**src/rtl/core/prr_pkg.sv**
```systemverilog
// Types, codes and constants shared by the packet request receiver.
package prr_pkg;

   localparam int STATE_AREA_BYTES_DEF = 6;

   localparam logic [7:0] REQ_MARK   = 8'd85;
   localparam logic [7:0] REPLY_MARK = 8'd170;

   localparam logic [1:0] OP_START   = 2'd0;
   localparam logic [1:0] OP_BYTE    = 2'd1;
   localparam logic [1:0] OP_TIMEOUT = 2'd2;

   localparam logic [1:0] KIND_TX      = 2'd0;
   localparam logic [1:0] KIND_PAYLOAD = 2'd1;
   localparam logic [1:0] KIND_DONE    = 2'd2;

   localparam logic [2:0] ST_OK        = 3'd0;
   localparam logic [2:0] ST_OFFLINE   = 3'd1;
   localparam logic [2:0] ST_BAD_HDR   = 3'd2;
   localparam logic [2:0] ST_TRUNCATED = 3'd3;
   localparam logic [2:0] ST_CORRUPT   = 3'd4;

   typedef struct packed {
      logic [1:0] op;
      logic [7:0] command;
      logic [7:0] rx_byte;
   } req_type;

   typedef struct packed {
      logic [1:0] kind;
      logic [7:0] data;
      logic [7:0] index;
      logic       to_state_area;
      logic [2:0] status;
      logic       acknowledged;
      logic       last;
   } rsp_type;

   // Result group of one item: nothing, one beat, or the three transmit beats.
   typedef struct packed {
      logic       valid;
      logic       triple;
      logic [7:0] tx_id;
      rsp_type    rsp;
   } res_type;

endpackage

```
**src/rtl/core/prr_parser.sv**
```systemverilog
// Reply parser: exchange state and the results of one item.
module prr_parser
   import prr_pkg::*;
#(
   parameter int STATE_AREA_BYTES = STATE_AREA_BYTES_DEF
) (
   input  logic       clock,
   input  logic       reset,
   input  logic       advance,
   input  req_type    item,
   input  logic [7:0] state_command,
   output res_type    res
);

   typedef enum logic [2:0] {
      PH_IDLE    = 3'd0,
      PH_HEADER  = 3'd1,
      PH_ID      = 3'd2,
      PH_LEN     = 3'd3,
      PH_PAYLOAD = 3'd4,
      PH_CHECK   = 3'd5
   } phase_type;

   phase_type  phase_ff, phase_in;
   logic [2:0] link_status_ff, link_status_in;
   logic [7:0] last_id_ff, last_id_in;
   logic [7:0] pending_ff, pending_in;
   logic [7:0] sum_ff, sum_in;
   logic [7:0] length_ff, length_in;
   logic [7:0] count_ff, count_in;
   logic [7:0] reply_id_ff, reply_id_in;
   logic       is_state_cmd;

   assign is_state_cmd = (pending_ff == state_command);

   always_comb begin
      phase_in       = phase_ff;
      link_status_in = link_status_ff;
      last_id_in     = last_id_ff;
      pending_in     = pending_ff;
      sum_in         = sum_ff;
      length_in      = length_ff;
      count_in       = count_ff;
      reply_id_in    = reply_id_ff;
      res            = '0;
      unique case (item.op)
         OP_START: begin
            res.valid    = 1'b1;
            res.triple   = 1'b1;
            res.tx_id    = last_id_ff;
            res.rsp.kind = KIND_TX;
            res.rsp.data = item.command;
            pending_in   = item.command;
            phase_in     = PH_HEADER;
         end
         OP_TIMEOUT: begin
            if (phase_ff != PH_IDLE) begin
               res.valid      = 1'b1;
               res.rsp.kind   = KIND_DONE;
               res.rsp.status = link_status_ff;
               res.rsp.last   = 1'b1;
               phase_in       = PH_IDLE;
            end
         end
         OP_BYTE: begin
            unique case (phase_ff)
               PH_IDLE: begin
               end
               PH_HEADER: begin
                  if (item.rx_byte != REPLY_MARK) begin
                     link_status_in = ST_BAD_HDR;
                     phase_in       = PH_IDLE;
                     res.valid      = 1'b1;
                     res.rsp.kind   = KIND_DONE;
                     res.rsp.status = ST_BAD_HDR;
                     res.rsp.last   = 1'b1;
                  end else begin
                     link_status_in = ST_TRUNCATED;
                     phase_in       = PH_ID;
                  end
               end
               PH_ID: begin
                  reply_id_in = item.rx_byte;
                  sum_in      = item.rx_byte;
                  phase_in    = PH_LEN;
               end
               PH_LEN: begin
                  length_in = item.rx_byte;
                  count_in  = '0;
                  phase_in  = (item.rx_byte != 8'd0) ? PH_PAYLOAD : PH_CHECK;
               end
               PH_PAYLOAD: begin
                  res.valid             = 1'b1;
                  res.rsp.kind          = KIND_PAYLOAD;
                  res.rsp.data          = item.rx_byte;
                  res.rsp.index         = count_ff;
                  res.rsp.to_state_area = is_state_cmd &&
                                          (count_ff < 8'(STATE_AREA_BYTES));
                  res.rsp.last          = 1'b1;
                  sum_in                = sum_ff + item.rx_byte;
                  count_in              = count_ff + 8'd1;
                  if (count_in == length_ff) begin
                     phase_in = PH_CHECK;
                  end
               end
               PH_CHECK: begin
                  phase_in     = PH_IDLE;
                  res.valid    = 1'b1;
                  res.rsp.kind = KIND_DONE;
                  res.rsp.last = 1'b1;
                  if (item.rx_byte != sum_ff) begin
                     link_status_in = ST_CORRUPT;
                     res.rsp.status = ST_CORRUPT;
                  end else begin
                     link_status_in = ST_OK;
                     res.rsp.status = ST_OK;
                     if (is_state_cmd) begin
                        res.rsp.acknowledged = 1'b1;
                     end else if (reply_id_ff != last_id_ff) begin
                        last_id_in           = reply_id_ff;
                        res.rsp.acknowledged = 1'b1;
                     end
                  end
               end
               default: begin
                  phase_in = PH_IDLE;
               end
            endcase
         end
         default: begin
         end
      endcase
   end

   always_ff @(posedge clock) begin
      if (reset) begin
         phase_ff       <= PH_IDLE;
         link_status_ff <= ST_OFFLINE;
         last_id_ff     <= '0;
         pending_ff     <= '0;
         sum_ff         <= '0;
         length_ff      <= '0;
         count_ff       <= '0;
         reply_id_ff    <= '0;
      end else if (advance) begin
         phase_ff       <= phase_in;
         link_status_ff <= link_status_in;
         last_id_ff     <= last_id_in;
         pending_ff     <= pending_in;
         sum_ff         <= sum_in;
         length_ff      <= length_in;
         count_ff       <= count_in;
         reply_id_ff    <= reply_id_in;
      end
   end

`ifndef SYNTHESIS
   a_count_bounded: assert property (@(posedge clock) disable iff (reset)
      (phase_ff == PH_PAYLOAD) |-> (count_ff != length_ff))
      else $error("payload count reached length while still in payload");

   a_idle_no_byte_result: assert property (@(posedge clock) disable iff (reset)
      (advance && phase_ff == PH_IDLE && item.op != OP_START) |-> !res.valid)
      else $error("result produced while idle");

   a_bad_header_idle: assert property (@(posedge clock) disable iff (reset)
      (advance && res.valid && res.rsp.kind == KIND_DONE && res.rsp.status == ST_BAD_HDR)
      |=> (phase_ff == PH_IDLE && link_status_ff == ST_BAD_HDR))
      else $error("bad header did not end the exchange");
`endif

endmodule

```
**src/rtl/core/packet_request_receiver_core.sv**
```systemverilog
// Top level of the packet request receiver: input register, parser, result register.
// An item's first result beat is registered as the item leaves the input register.
// Throughput: one item per cycle unless results stall; a start yields three result beats.
// An item waits in the input register until the last pending result beat is taken.
// Synchronous active-high reset: exchange idle, link offline, stored packet ID zero.
// The csr register resets to zero and is always ready.
module packet_request_receiver_core
   import prr_pkg::*;
#(
   parameter int STATE_AREA_BYTES = STATE_AREA_BYTES_DEF
) (
   input  logic       clock,
   input  logic       reset,
   input  logic       req_valid,
   output logic       req_ready,
   input  req_type    req_data,
   output logic       rsp_valid,
   input  logic       rsp_ready,
   output rsp_type    rsp_data,
   input  logic       csr_valid,
   output logic       csr_ready,
   input  logic [7:0] csr_data
);

   logic       in_valid_ff;
   req_type    in_item_ff;
   logic [7:0] state_cmd_ff;
   logic       rsp_valid_ff;
   res_type    res_ff;
   logic [1:0] seq_ff;
   res_type    res;
   logic       beat_last;
   logic       out_free;
   logic       advance;

   assign beat_last = res_ff.triple ? (seq_ff == 2'd2) : res_ff.rsp.last;
   assign out_free  = !rsp_valid_ff || (rsp_ready && beat_last);
   assign advance   = in_valid_ff && out_free;
   assign req_ready = !in_valid_ff || advance;
   assign csr_ready = 1'b1;
   assign rsp_valid = rsp_valid_ff;

   prr_parser #(
      .STATE_AREA_BYTES(STATE_AREA_BYTES)
   ) u_parser (
      .clock        (clock),
      .reset        (reset),
      .advance      (advance),
      .item         (in_item_ff),
      .state_command(state_cmd_ff),
      .res          (res)
   );

   always_comb begin
      rsp_data = res_ff.rsp;
      if (res_ff.triple) begin
         rsp_data.last = (seq_ff == 2'd2);
         unique case (seq_ff)
            2'd0:    rsp_data.data = REQ_MARK;
            2'd1:    rsp_data.data = res_ff.rsp.data;
            default: rsp_data.data = res_ff.tx_id;
         endcase
      end
   end

   always_ff @(posedge clock) begin
      if (reset) begin
         in_valid_ff  <= 1'b0;
         rsp_valid_ff <= 1'b0;
         seq_ff       <= '0;
         state_cmd_ff <= '0;
      end else begin
         if (csr_valid) begin
            state_cmd_ff <= csr_data;
         end
         if (req_ready) begin
            in_valid_ff <= req_valid;
         end
         if (advance) begin
            rsp_valid_ff <= res.valid;
            seq_ff       <= '0;
         end else if (rsp_valid_ff && rsp_ready) begin
            if (beat_last) begin
               rsp_valid_ff <= 1'b0;
            end else begin
               seq_ff <= seq_ff + 2'd1;
            end
         end
      end
   end

   always_ff @(posedge clock) begin
      if (req_valid && req_ready) begin
         in_item_ff <= req_data;
      end
      if (advance) begin
         res_ff <= res;
      end
   end

`ifndef SYNTHESIS
   a_advance_free: assert property (@(posedge clock) disable iff (reset)
      advance |-> (!rsp_valid_ff || (rsp_ready && beat_last)))
      else $error("parser advanced while a result beat was pending");

   a_no_overwrite: assert property (@(posedge clock) disable iff (reset)
      (req_valid && req_ready) |-> (!in_valid_ff || advance))
      else $error("input register overwritten");

   a_seq_range: assert property (@(posedge clock) disable iff (reset)
      rsp_valid_ff |-> (res_ff.triple || seq_ff == 2'd0) && seq_ff != 2'd3)
      else $error("transmit beat counter out of range");

   a_status_done_only: assert property (@(posedge clock) disable iff (reset)
      (rsp_valid && rsp_data.kind != KIND_DONE) |->
      (rsp_data.status == ST_OK && !rsp_data.acknowledged))
      else $error("status or acknowledge on a non-completion beat");
`endif

endmodule

```
**config.mk**
```make
export PLATFORM = sky130hd
export DESIGN_NAME = packet_request_receiver_core
export DESIGN_NICKNAME = d
export VERILOG_FILES = /design/src/rtl/core/prr_pkg.sv /design/src/rtl/core/prr_parser.sv /design/src/rtl/core/packet_request_receiver_core.sv
export SDC_FILE = /design/constraint.sdc
export NUM_CORES = 1
export LEC_CHECK = 0
export ABC_AREA = 1
export BUFFER_PORTS_ARGS = -buffer_cell sky130_fd_sc_hd__buf_2
export CORE_MARGIN = 1.5
export CORE_UTILIZATION = 25
export DETAILED_ROUTE_END_ITERATION = 7
export HOLD_SLACK_MARGIN = 0.1
export PLACE_DENSITY = 0.45
export SYNTH_ARGS = -nofsm -noshare
export SYNTH_HDL_FRONTEND = slang
export SYNTH_SLANG_ARGS = --single-unit
```
**constraint.sdc**
```tcl
create_clock -name clock -period 2.2 [get_ports clock]
set_clock_uncertainty 0.2 [all_clocks]
set_input_delay 0.22 -clock clock [delete_from_list [all_inputs] [get_ports clock]]
set_output_delay 0.22 -clock clock [all_outputs]
set_load 0.005 [all_outputs]
```
# After elaboration in Yosys (flattened, before gate mapping)

Cells that the tools add are included.

Word-level logic and storage cells: 119
Flip-flop bits (word level): 117

Reductions and logical operators: 34
Add/subtract/negate cells: 3
Equal/unequal tests: 17
Magnitude comparators: 1
Bitwise logic cells: 5
Mux-type cells: 35

Operators with widths:

| cell                                                       | number |
|---|---|
| case mux 8 bit (2 select lines)                            | 4 |
| case mux 3 bit (2 select lines)                            | 3 |
| 2-to-1 mux 17 bit                                          | 1 |
| == test 8 bit                                              | 2 |
| inequality test 8 bit                                      | 2 |
| case mux 3 bit (5 select lines)                            | 1 |
| AND reduction 3 bit                                        | 5 |
| 2-to-1 mux 3 bit                                           | 4 |
| 2-to-1 mux 1 bit                                           | 10 |
| nonzero test 2 bit                                         | 5 |
| 2-to-1 mux 9 bit                                           | 1 |
| case mux 3 bit (3 select lines)                            | 1 |
| adder 8 x 1 -> 8 bit, second input constant                | 1 |
| adder 8 bit                                                | 1 |
| less-than comparator 8 x 3 -> 1 bit, second input constant | 1 |
| 2-to-1 mux 2 bit                                           | 4 |
| 2-to-1 mux 8 bit                                           | 1 |
| inequality test 8 bit, second input constant               | 1 |
| AND reduction 2 bit                                        | 4 |
| nonzero test 8 bit                                         | 1 |
| == test 3 x 2 -> 1 bit, second input constant              | 2 |
| == test 3 bit, second input constant                       | 2 |
| case mux 2 bit (3 select lines)                            | 1 |
| AND reduction 6 bit                                        | 1 |
| 20 further kinds                                           | 36 |

# Logic depth before layout (Yosys ltp)

Word-level depth: 7
Depth in mapped cells: 15
Mapped depth without buffers: 15

# By module

From an unflattened synthesis, not the netlist that was laid out.

Cell total of the unflattened synthesis: 708
Area total of the unflattened synthesis: 5760.5 µm²

Modules (own cells, without submodules):

| module                       | times used | cells an instance | seq. area each (µm²) | area each (µm²) |
|---|---|---|---|---|
| prr_parser                   | 1          | 534               | 1081.0               | 3438.3 |
| packet_request_receiver_core | 1          | 174               | 1771.7               | 2322.2 |

# Worst setup path before layout

Ideal clock, no wire load.

Path type: reg-to-reg
Start point: reg seq_ff[0]
End point: reg u_parser.pending_ff[0]
Cell stages (with the launch flop): 13
Required time: 1880 ps
Period minus slack after synthesis: 2213 ps
Data arrival time: 1892 ps
Setup time: 120 ps
Slack: -13 ps
Cell sequence: dfxtp_1 inv_1 ha_1 nand2_1 nand2_2 nand2_1 nand2_2 nand2_4 inv_1 buf_2 nand2_2 o21ai_0 a21oi_1

Word-level cells in the longest chain between the ends: 6

RTL lines:

| item                                 | line                               | text |
|---|---|---|
| start: declaration                   | packet_request_receiver_core.sv:30 | `logic [1:0] seq_ff;` |
| start signal: assignment             | packet_request_receiver_core.sv:86 | `seq_ff <= seq_ff + 2'd1;` |
| == test 2 bit                        | packet_request_receiver_core.sv:36 | `assign beat_last = res_ff.triple ? (seq_ff == 2'd2) : res_ff.rsp.last;` |
| 2-to-1 mux 1 bit                     | packet_request_receiver_core.sv:36 |  |
| named net beat_last                  | packet_request_receiver_core.sv:32 | `logic beat_last;` |
| logical AND 1 bit                    | packet_request_receiver_core.sv:37 | `assign out_free = !rsp_valid_ff \|\| (rsp_ready && beat_last);` |
| logical OR 1 bit                     | packet_request_receiver_core.sv:37 |  |
| logical AND 1 bit                    | packet_request_receiver_core.sv:38 | `assign advance = in_valid_ff && out_free;` |
| AND reduction 2 bit (no source line) | -                                  |  |
| end signal: assignment               | prr_parser.sv:149                  | `pending_ff <= pending_in;` |
| end: declaration                     | prr_parser.sv:27                   | `logic [7:0] pending_ff, pending_in;` |

The timed path passes the listed nets, and every way through them passes these cells.
A chain may end at the register's enable or synchronous reset.

# Worst setup path after layout

Start point: reg in_item_ff[6] (netlist bit)
End point: reg u_parser.last_id_ff[7]

Word-level cells in the longest chain between the ends: 3

RTL lines:

| item                                 | line                               | text |
|---|---|---|
| start: declaration                   | packet_request_receiver_core.sv:26 | `req_type in_item_ff;` |
| start signal: assignment             | packet_request_receiver_core.sv:94 | `in_item_ff <= req_data;` |
| inequality test 8 bit                | prr_parser.sv:111                  | `if (item.rx_byte != sum_ff) begin` |
| inverter 1 bit (no source line)      | -                                  |  |
| AND reduction 6 bit (no source line) | -                                  |  |
| end signal: assignment               | prr_parser.sv:148                  | `last_id_ff <= last_id_in;` |
| end: declaration                     | prr_parser.sv:26                   | `logic [7:0] last_id_ff, last_id_in;` |

Every way passes these cells.

==> results.sh <==
export IMPL_h_tree_depth=4
export IMPL_ant_nets=0
export IMPL_worst_ep_required_time_ps=2350
export IMPL_path_clk_slew_ps=50
export IMPL_io_pins=58
export IMPL_start_util=0.2550
export IMPL_post_dp_hpwl_microns=11300
export IMPL_cp_max_fo=7
export IMPL_async_flop_share=0
export IMPL_insertedDiodeCount=0
export IMPL_clkLatencyLatePin_ps=410
export IMPL_slew_viol_final=0
export IMPL_drt_iter0_drc=294
export IMPL_fmax_ghz=0.4574
export IMPL_clock_tree_buffer_depth=2
export IMPL_clkSinkCount=117
export IMPL_syn_num_nets=738
export IMPL_ys_seq_area_frac=0.4927
export IMPL_cpPeakStageDelay_ps=430
export IMPL_coreArea_sq_um=22710
export IMPL_synth_cell_type_count=44
export IMPL_rrSetupSlack_ps=10
export IMPL_grt_pass1_vias=4652
export IMPL_path_class="reg -> reg"
export IMPL_synth_top_area_share=0.2645
export IMPL_rsz0062_at_grt="yes"
export IMPL_final_hold_viol_count=0
export IMPL_cts_root_buf="clkbuf_16"
export IMPL_nFillCells=2391
export IMPL_grt_ovfl_total=0
export IMPL_grt_max_degree=40
export IMPL_grt_antenna_before_repair=0
export IMPL_period_share=0.9937
export IMPL_synth_edf_count=51
export IMPL_rows=55
export IMPL_numPortBuffers=56
export IMPL_syn_inst=691
export IMPL_end_kind="flop"
export IMPL_tns_ps=0
export IMPL_hold_slack_ps=120.9
export IMPL_synth_ff_type="dfxtp_1"
export IMPL_cp_start_kind="flop"
export IMPL_syn_area_per_cell_sq_um=8.380
export IMPL_areaGrowthSynthToFinish_pct=31.11
export IMPL_netlist_area_sq_um=5791
export IMPL_drc=0
export IMPL_hold_path_class="in -> reg"
export IMPL_first_pass_iters=5
export IMPL_grt_pass1_wl_microns=25100
export IMPL_drv_cap=0
export IMPL_slowest_stage="edfxtp_1"
export IMPL_finalSetupViolCount=0
export IMPL_dieArea_sq_um=24080
export IMPL_numCtsBuffers=17
export IMPL_tritoncts="built"
export IMPL_p_total_uw=5511
export IMPL_p_per_area_nw_per_um2=725.9
export IMPL_routed_wl_microns=15780
export IMPL_vias=4891
export IMPL_gp_congestion=0.8117
export IMPL_leakage_uw=0.003103
export IMPL_period_minus_slack_ps=2186
export IMPL_ys_warn_count=0
export IMPL_drive_above_1_share=0.2289
export IMPL_nets=851
export IMPL_yosysTopAreaCell="edfxtp_1"
export IMPL_cp_cell_sequence="ha_4 -> nor2_4 -> nand2_2 -> nor4_4 -> nand2_2 -> nor2_4 -> nand4_4 -> buf_6 -> a21oi_2"
export IMPL_ir_drop_mv=0.5792
export IMPL_dp_cells=1026
export IMPL_ys_top_cells_by_area="edfxtp_1 (26%), dfxtp_1 (23%), nand2_1 (8.9%)"
export IMPL_grt_usage=0.1371
export IMPL_instances_no_fill=1102
export IMPL_ys_seq_elements=117
export IMPL_die_w_microns=155.2
export IMPL_critPathArrivalTime_ps=2330
export IMPL_dieHeight_microns=155.2
export IMPL_status="complete, no violations"
export IMPL_wl_per_cell_microns=14.31
export IMPL_via_per_inst=4.438
-- report_power, final --
part | switching, uW | internal [uW]
logic | 244 | 195
clock network | 980 | 1710
registers | 44.9 | 2340
total | 1270 | 4240
-- worst max-delay path: cells and delay by family, from the launching register on --
| kind | cells | cell delay [ps] |
|---|---|---|
| AOI/OAI and AO/OA | 1 | 110 |
| buffers and inverters | 1 | 190 |
| and+or+nand+nor | 6 | 940 |
| DFF | 1 | 430 |
| adders and majority gates | 1 | 250 |
-- flip-flops by register name, indices dropped and copies added, names as in the netlist --
name,flops
u_parser.last_id_ff,8
in_item_ff,18
in_valid_ff,1
res_ff,18
rsp_data,15
u_parser.link_status_ff,3
u_parser.reply_id_ff,8
state_cmd_ff,8
u_parser.count_ff,8
u_parser.sum_ff,8
u_parser.phase_ff,3
seq_ff,2
u_parser.length_ff,8
rsp_valid,1
u_parser.pending_ff,8
-- per-layer routing --
layer  share of wire  wire [microns]  track usage
met5               0               0            0
met4           0.011             179      0.04444
met3           0.034             540      0.03148
met2            0.46            7201       0.2152
met1            0.50            7854       0.1864
-- cells in the mapped netlist (all sizes together) (12+ instances only) --
cell type	instances
o21ai	52
nand4	17
dfxtp	66
ha	15
a21oi	59
nor2	73
buf	25
clkbuf	12
nand2	147
inv	84
edfxtp	51
nand3	48
-- layout make-up --
class / count / area, sq um / area share
Sequential cell: 117 / 2854 / 0.3759
Multi-Input combinational cell: 453 / 2517 / 0.3316
Inverter: 85 / 321.6 / 0.04235
Timing Repair Buffer: 130 / 974.7 / 0.1284
Clock buffer: 21 / 460.4 / 0.06065
Tap cell: 285 / 356.6 / 0.04697
Clock inverter: 11 / 107.6 / 0.01417
-- stage by stage --
step,area (sq um),utilization,setup slack (ps)
finish,7592,0.3343,13.80
global route,7592,0.3343,-106.8
CTS,7463,0.3287,-13.31
detailed placement,6467,0.2848,-161.4
global placement,6467,0.2848,-136.6
floorplan,5793,-,90.00
-- logic make-up (layout without fill, tap and decap cells) --
| group | count (synthesis) | in the layout | synth area share |
|---|---|---|---|
| AOI/OAI and AO/OA | 122 | 122 | 0.1141 |
| DFF | 117 | 117 | 0.4927 |
| other | 1 | 1 | 0.0006476 |
| adders and majority gates | 16 | 16 | 0.03587 |
| xor gates and xnor gates | 13 | 13 | 0.01966 |
| and+or+nand+nor | 299 | 300 | 0.2401 |
| buffers and inverters | 122 | 247 | 0.09507 |
| muxes | 1 | 1 | 0.001945 |
-- timing repair --
item,4_1_cts,5_1_grt
endpoints found under the setup margin,9,32
pin swaps,1,11
cloned,1,0
hold buffers,36,0
endpoints found under the hold margin,29,0
setup buffers,3,4
resized for setup,5,31
-- final timing paths --
check,startpoint,end,depth (start not counted)
worst max-delay path,in_item_ff[6]$_DFFE_PP_,u_parser.last_id_ff[7]$_SDFFE_PP0P_,9
worst min register to register,u_parser.link_status_ff[2]$_SDFFE_PP0P_,u_parser.link_status_ff[2]$_SDFFE_PP0P_,2
worst max register to register,in_item_ff[6]$_DFFE_PP_,u_parser.last_id_ff[7]$_SDFFE_PP0P_,9
worst min-delay path,reset,u_parser.length_ff[1]$_SDFFE_PP0P_,3
-- placed cells by master (no fill, tap or decap), drive strengths merged --
cell         Yosys  routed
a31oi            6       6
a211oi           2       2
mux2             1       1
nand2          147     147
nor3             6       6
xor2             3       3
nand4           17      18
fa               1       1
xnor2           10      10
and3             1       1
nor4             2       2
conb             1       1
ha              15      15
clkinv           1       9
buf             25      94
bufinv           0       2
clkinvlp         0       1
o211ai           1       1
nand3b           1       1
and2             1       1
a21oi           59      59
dfxtp           66      66
nor2            73      73
o32ai            1       1
or2              3       3
a32o             1       1
clkbuf          12      21
o21ai           52      52
dlygate4sd3      0      36
edfxtp          51      51
inv             84      84
nand3           48      48
No activity file was read; power rests on OpenSTA's default activity.
